===== src/design/esc_pkg.sv =====
// ----------------------------------------------------------------------------
// esc_pkg
// constants and day-count helpers for the epoch to calendar converter
// ----------------------------------------------------------------------------
`default_nettype none

package esc_pkg;

  localparam int unsigned BASE_YEAR = 1970;

  // reciprocal constants: x / 60 = (x * RECIP_60) >> 37, x / 24 = (x * RECIP_24) >> 36
  localparam logic [31:0] RECIP_60 = 32'h8888_8889;
  localparam logic [31:0] RECIP_24 = 32'hAAAA_AAAB;

  // approx 4 / 1461 scaled by 2^24, used only as a year estimate
  localparam logic [15:0] YEAR_RECIP = 16'd45934;

  // year index of 2100, the only non-leap century in range
  localparam logic [7:0]  LAST_LEAP_GAP_IDX = 8'd130;
  localparam logic [11:0] NONLEAP_CENTURY   = 12'd2100;

  // first day of year (base + idx), counted from the epoch
  function automatic logic [16:0] year_start(input logic [7:0] idx);
    logic [16:0] base;
    logic [8:0]  leaps;
    base  = 17'(idx) * 17'd365;
    leaps = (9'(idx) + 9'd1) >> 2;
    if (idx > LAST_LEAP_GAP_IDX) begin
      leaps = leaps - 9'd1;
    end
    return base + 17'(leaps);
  endfunction

  // first day of month m (0 is january) within the year
  function automatic logic [8:0] month_start(input logic [3:0] m, input logic leap);
    logic [8:0] d;
    case (m)
      4'd0:    d = 9'd0;
      4'd1:    d = 9'd31;
      4'd2:    d = 9'd59;
      4'd3:    d = 9'd90;
      4'd4:    d = 9'd120;
      4'd5:    d = 9'd151;
      4'd6:    d = 9'd181;
      4'd7:    d = 9'd212;
      4'd8:    d = 9'd243;
      4'd9:    d = 9'd273;
      4'd10:   d = 9'd304;
      4'd11:   d = 9'd334;
      default: d = 9'd334;
    endcase
    if (leap && (m >= 4'd2)) begin
      d = d + 9'd1;
    end
    return d;
  endfunction

endpackage

`default_nettype wire


===== src/design/epoch_seconds_to_calendar.sv =====
// ----------------------------------------------------------------------------
// epoch_seconds_to_calendar: seconds since 1970 to gregorian date and time
// one register stage per step of the conversion
// throughput one transaction per cycle while the output is not stalled
// synchronous reset empties the pipeline; no other state
// ----------------------------------------------------------------------------
`default_nettype none

module epoch_seconds_to_calendar (
  input  wire logic        clk,
  input  wire logic        rst,
  input  wire logic        epoch_valid,
  output logic             epoch_stall,
  input  wire logic [31:0] epoch_seconds,
  output logic             date_valid,
  input  wire logic        date_stall,
  output logic [11:0]      year_out,
  output logic [3:0]       month_out,
  output logic [4:0]       day_out,
  output logic [4:0]       hour_out,
  output logic [5:0]       minute_out,
  output logic [5:0]       second_out
);

  localparam int STAGES = 11;

  logic [STAGES-1:0] vld;
  logic              adv;

  // stage registers
  logic [31:0] t1;
  logic [63:0] p1;
  logic [26:0] m2, m3;
  logic [58:0] p2;
  logic [20:0] h4, h5;
  logic [52:0] p3;
  logic [15:0] d6, d7;
  logic [31:0] p4;
  logic [5:0]  sec2, sec3, sec4, sec5, sec6, sec7, sec8, sec9, sec10;
  logic [5:0]  min4, min5, min6, min7, min8, min9, min10;
  logic [4:0]  hr6, hr7, hr8, hr9, hr10;
  logic [7:0]  est8;
  logic [2:0]  neg8;
  logic [8:0]  rem8_0, rem8_1, rem8_2;
  logic [11:0] yr9, yr10;
  logic [8:0]  rem9, rem10;
  logic        leap9, leap10;
  logic [3:0]  mon10;

  // combinational helpers
  logic [31:0] sec_w;
  logic [26:0] min_w;
  logic [20:0] hr_w;
  logic [7:0]  est_raw, est_c;
  logic [16:0] diff0, diff1, diff2;
  logic [7:0]  idx_c;
  logic [8:0]  rem_c;
  logic [11:0] yr_c;
  logic [3:0]  mon_c;
  logic [8:0]  day_w;

  assign date_valid  = vld[STAGES-1];
  assign adv         = !(vld[STAGES-1] && date_stall);
  assign epoch_stall = !adv;

  always_comb begin
    sec_w   = t1 - (32'(p1[63:37]) * 32'd60);
    min_w   = m3 - (27'(p2[57:37]) * 27'd60);
    hr_w    = h5 - (21'(p3[51:36]) * 21'd24);
    est_raw = p4[31:24];
    est_c   = (est_raw == 8'd0) ? 8'd0 : est_raw - 8'd1;
    diff0   = 17'(d7) - esc_pkg::year_start(est_c);
    diff1   = 17'(d7) - esc_pkg::year_start(est_c + 8'd1);
    diff2   = 17'(d7) - esc_pkg::year_start(est_c + 8'd2);
  end

  always_comb begin
    if (!neg8[2]) begin
      idx_c = est8 + 8'd2;
      rem_c = rem8_2;
    end else if (!neg8[1]) begin
      idx_c = est8 + 8'd1;
      rem_c = rem8_1;
    end else begin
      idx_c = est8;
      rem_c = rem8_0;
    end
    yr_c = 12'(esc_pkg::BASE_YEAR) + 12'(idx_c);
  end

  always_comb begin
    mon_c = 4'd0;
    for (int m = 1; m < 12; m++) begin
      if (rem9 >= esc_pkg::month_start(4'(m), leap9)) begin
        mon_c = mon_c + 4'd1;
      end
    end
    day_w = rem10 - esc_pkg::month_start(mon10, leap10) + 9'd1;
  end

  always_ff @(posedge clk) begin
    if (rst) begin
      vld <= '0;
    end else if (adv) begin
      vld <= {vld[STAGES-2:0], epoch_valid};
    end
  end

  always_ff @(posedge clk) begin
    if (adv) begin
      // seconds
      t1     <= epoch_seconds;
      p1     <= 64'(epoch_seconds) * 64'(esc_pkg::RECIP_60);
      m2     <= p1[63:37];
      sec2   <= sec_w[5:0];
      // minutes
      m3     <= m2;
      sec3   <= sec2;
      p2     <= 59'(m2) * 59'(esc_pkg::RECIP_60);
      h4     <= p2[57:37];
      min4   <= min_w[5:0];
      sec4   <= sec3;
      // hours
      h5     <= h4;
      min5   <= min4;
      sec5   <= sec4;
      p3     <= 53'(h4) * 53'(esc_pkg::RECIP_24);
      d6     <= p3[51:36];
      hr6    <= hr_w[4:0];
      min6   <= min5;
      sec6   <= sec5;
      // year estimate
      p4     <= 32'(d6) * 32'(esc_pkg::YEAR_RECIP);
      d7     <= d6;
      hr7    <= hr6;
      min7   <= min6;
      sec7   <= sec6;
      // candidate years
      est8   <= est_c;
      neg8   <= {diff2[16], diff1[16], diff0[16]};
      rem8_0 <= diff0[8:0];
      rem8_1 <= diff1[8:0];
      rem8_2 <= diff2[8:0];
      hr8    <= hr7;
      min8   <= min7;
      sec8   <= sec7;
      // year select
      yr9    <= yr_c;
      rem9   <= rem_c;
      leap9  <= (yr_c[1:0] == 2'd0) && (yr_c != esc_pkg::NONLEAP_CENTURY);
      hr9    <= hr8;
      min9   <= min8;
      sec9   <= sec8;
      // month select
      mon10  <= mon_c;
      rem10  <= rem9;
      leap10 <= leap9;
      yr10   <= yr9;
      hr10   <= hr9;
      min10  <= min9;
      sec10  <= sec9;
      // output
      year_out   <= yr10;
      month_out  <= mon10 + 4'd1;
      day_out    <= day_w[4:0];
      hour_out   <= hr10;
      minute_out <= min10;
      second_out <= sec10;
    end
  end

endmodule

`default_nettype wire


===== config.mk =====
export PLATFORM = sky130hd
export DESIGN_NAME = epoch_seconds_to_calendar
export DESIGN_NICKNAME = d
export VERILOG_FILES = /design/src/design/esc_pkg.sv /design/src/design/epoch_seconds_to_calendar.sv
export SDC_FILE = /design/constraint.sdc
export NUM_CORES = 2
export LEC_CHECK = 0
export BUFFER_PORTS_ARGS = -buffer_cell sky130_fd_sc_hd__buf_2
export CAP_MARGIN = 10
export CELL_PAD_IN_SITES_DETAIL_PLACEMENT = 2
export CELL_PAD_IN_SITES_GLOBAL_PLACEMENT = 2
export CORE_ASPECT_RATIO = 0.7
export CORE_UTILIZATION = 46
export CTS_CLUSTER_SIZE = 25
export DETAILED_ROUTE_END_ITERATION = 16
export PLACE_DENSITY_LB_ADDON = 0.1
export SYNTH_ARGS = -nofsm -noshare
export SYNTH_HDL_FRONTEND = slang
export SYNTH_SLANG_ARGS = --single-unit

===== constraint.sdc =====
create_clock -name clk -period 19.5 [get_ports clk]
set_input_delay 3.9 -clock clk [delete_from_list [all_inputs] [get_ports clk]]
set_output_delay 3.9 -clock clk [all_outputs]
set_load 0.1 [all_outputs]

==> results by group <==
Logic synthesis
  • Synth Area in Simple Gates: 4.20%
  • Post-synthesis xor/xnor area fraction: 4.19%
  • Synth Register Bits: 425
  • Mapped Nets: 5719
  • Warnings, synthesis: 0
  • Primary FF master, synth: edfxtp_1
  • Cell count after synthesis: 4097
  • Sequential area share after synthesis: 26.3%
  • Largest family of logic cells by synthesized area: adder cells
  • Post-synthesis mux area share: 0.634%
  • Cell with the most instances after synthesis: inv_1
  • Post-Synth Adder-Cell Area: 50.8%
  • Synth top area cells: ha_1, edfxtp_1, fa_1, inv_1, xnor2_1
  • Synth area leader: ha_1
  • Synth top area share: 25.6%
  • Ys async rst share: 0%
  • Commonest cells in the netlist: inv_1, ha_1, fa_1
  • Number of flops mapped to enable cells by yosys: 409
  • Netlist cell types: 101
  • Mapped Avg Cell Area: 11.7 um2
  • Compound-gate portion of the synthesized area: 5.71%
  • Post-synthesis cell area: 47900 um2

Detailed routing
  • Met2 WL post-DR: 60700 um
  • Remaining DRCs: 0
  • Drt first-iter violations: 1476
  • Vias/cell: 5.36
  • WL met3: 5370 um
  • Via Count: 30028
  • Drt total wl: 135000 um
  • Top layer in use: met4
  • Post-route antenna net violation count: 0
  • Drt first pass iters: 5
  • Drt wl/cell: 24.0 um
  • Met1 WL: 66200 um

Worst setup path
  • FF-to-FF Start: p4[26]
  • WP data arrival: 10.64 ns
  • Crit Path Class: in -> reg
  • R2R Setup Slk: 9.50 ns
  • Worst-path cell chain: buf_2 > ha_1 > inv_1 > fa_1 > fa_1 > inv_1 > fa_1 > fa_1 > fa_1 > fa_1 > ha_1 > and4_1 > nand4_1 > o31ai_1 > a21oi_1 > a21oi_1 > o21ai_1 > a21oi_1 > o21ai_0 > a211oi_1 > nor2_1 > xnor2_1
  • CP startpoint kind: input pin
  • Crit path top cell by count: fa_1
  • CP Data Required Time: 19.86 ns
  • Path depth of the worst reg2reg path: 35
  • CP max FO: 6
  • CP max stage cell: fa_1
  • CP max stage delay: 0.54 ns
  • Worst reg2reg endpoint: neg8[1]
  • Critical Path End Type: flop

Final layout
  • Area growth syn-to-layout: 7.61%
  • Final nets: 5837
  • Share of post-route cells with drive strength above 1: 5.01%
  • Final Core Density: 50.2%

Placed design
  • Gpl congestion: 0.896
  • Port buffer count: 75
  • HPWL after DPL: 114000 um

Clock network
  • Gates resized, CTS repair: 0
  • TritonCTS clock tree: yes
  • H-tree depth: 2
  • Postcts setup bufs: 0
  • Num CTS Buffers: 46
  • Clock Pin Slew Worst Setup and Hold Paths: 0.06 ns
  • Clk sink count: 425
  • Skew-Pair Late Insertion Delay: 0.64 ns
  • CTS Hold Bufs: 0
  • Root buf cell: clkbuf_16
  • Clock Path Buffers: 3

Global route
  • Vias in the first global route: 35106
  • First-pass GRT wire length: 212000 um
  • Initial antenna violation count: 2
  • Largest net degree at the start of global routing: 72
  • Grt total ovfl: 0
  • Tot GR Track Use: 26.2%

Floorplan
  • Die Area: 106000 um2
  • Io pins: 76
  • Initial Utilization: 46.7%
  • Die X-Extent: 388 um
  • Floorplan Core Area: 103000 um2
  • FP Rows: 98
  • Die Y: 272 um

STA
  • Clock skew: 0.0525 ns
  • Tmin final: 10.28 ns
  • Final setup fails: 0
  • Crit share post-route: 52.7%
  • Max Fclk: 0.0973 GHz
  • Max Transition Viols Final: 0
  • Hold_ws: 0.387 ns
  • Worst Tran Pin Value: 1.10 ns
  • Fin Setup TNS: 0 ns
  • RSZ-0062 raised after global routing: no
  • Slew HR: 26.0%
  • Final Hold Fails: 0

Run status
  • Status: finished clean

Run
  • Max cap viols: 0

Worst hold path
  • Hold Startpoint: min4[3]
  • Hold path endpoint: min5[3]
  • Worst hold stages: 0
  • Worst hold path type: reg -> reg
## area by class of cell
type                       instances  area, um2
fill                           10060      51200
multi-input combinational       2643      31500
sequential                       425      12600
inverter                        1009       3790
tap                             1350       1690
clock buffer                      60       1280
timing repair buffer              90        494
clock inverter                    25        280
antenna                            1       2.50
## how the worst max path moves through the flow
stage                           startpoint  slack, ns  cells past startpoint  endpoint
after floorplan                 date_stall       3.20                      2     d6[0]
after global placement    epoch_seconds[4]       8.91                     22    p1[63]
after detailed placement  epoch_seconds[1]       8.67                     22    p1[63]
after CTS                 epoch_seconds[1]       9.31                     22    p1[63]
after global routing      epoch_seconds[4]       8.90                     22    p1[63]
final                     epoch_seconds[1]       9.22                     22    p1[63]
## kinds of logic after synthesis
group	after synthesis
adder cells (fa/ha/maj)	1586
AO/OA/AOI/OAI	413
multiplexers	28
buffers and inverters	1029
other	1
AND/OR/NAND/NOR	401
XOR/XNOR	214
flip-flops	425
## state kept, by name, summed over array words and instances (netlist names), 16 cells and up, named ones only
name and cells:
d7 16, p1 27, p3 16, m2 27, h4 21, d6 16, p2 21
## per-layer routing
layer / track usage (%) / vias up
met1: 38.4 / 15738
li1: - / 13723
met3: 4.20 / 138
met5: 0 / -
met4: 4.87 / 0
met2: 41.3 / 429
## placed cells by master, fill, tap and decap left out, drive strengths merged, types with 21 or more instances in the layout
master	instances
inv	1013
ha	982
fa	604
edfxtp	409
xnor2	155
a21oi	135
nor2	107
nand2	91
buf	89
a21o	67
o21ai	61
clkbuf	61
xor2	55
nor3	35
nand3	32
nand4	32
o21a	29
o21bai	22
mux2i	22
nor2b	21
## stage by stage
stage	cell area (um2)	instances	setup WS, ns
5_1_grt	51600	5602	8.90
2_1_floorplan	47900	4097	3.20
3_3_place_gp	50000	5516	8.91
4_1_cts	51600	5601	9.31
6_report	51600	5603	9.22
3_5_place_dp	50000	5516	8.67
## critical path: cells and delay by family
| kind | cells | cell delay, ns |
|---|---|---|
| AOI/OAI and AO/OA | 7 | 1.89 |
| adders and majority gates | 8 | 3.84 |
| buffers and inverters | 3 | 0.33 |
| and+or+nand+nor | 3 | 0.53 |
| xor gates and xnor gates | 1 | 0.14 |
Power is not shown: default switching activity piles up to over one toggle a cycle in this logic, so the estimate is an artifact.
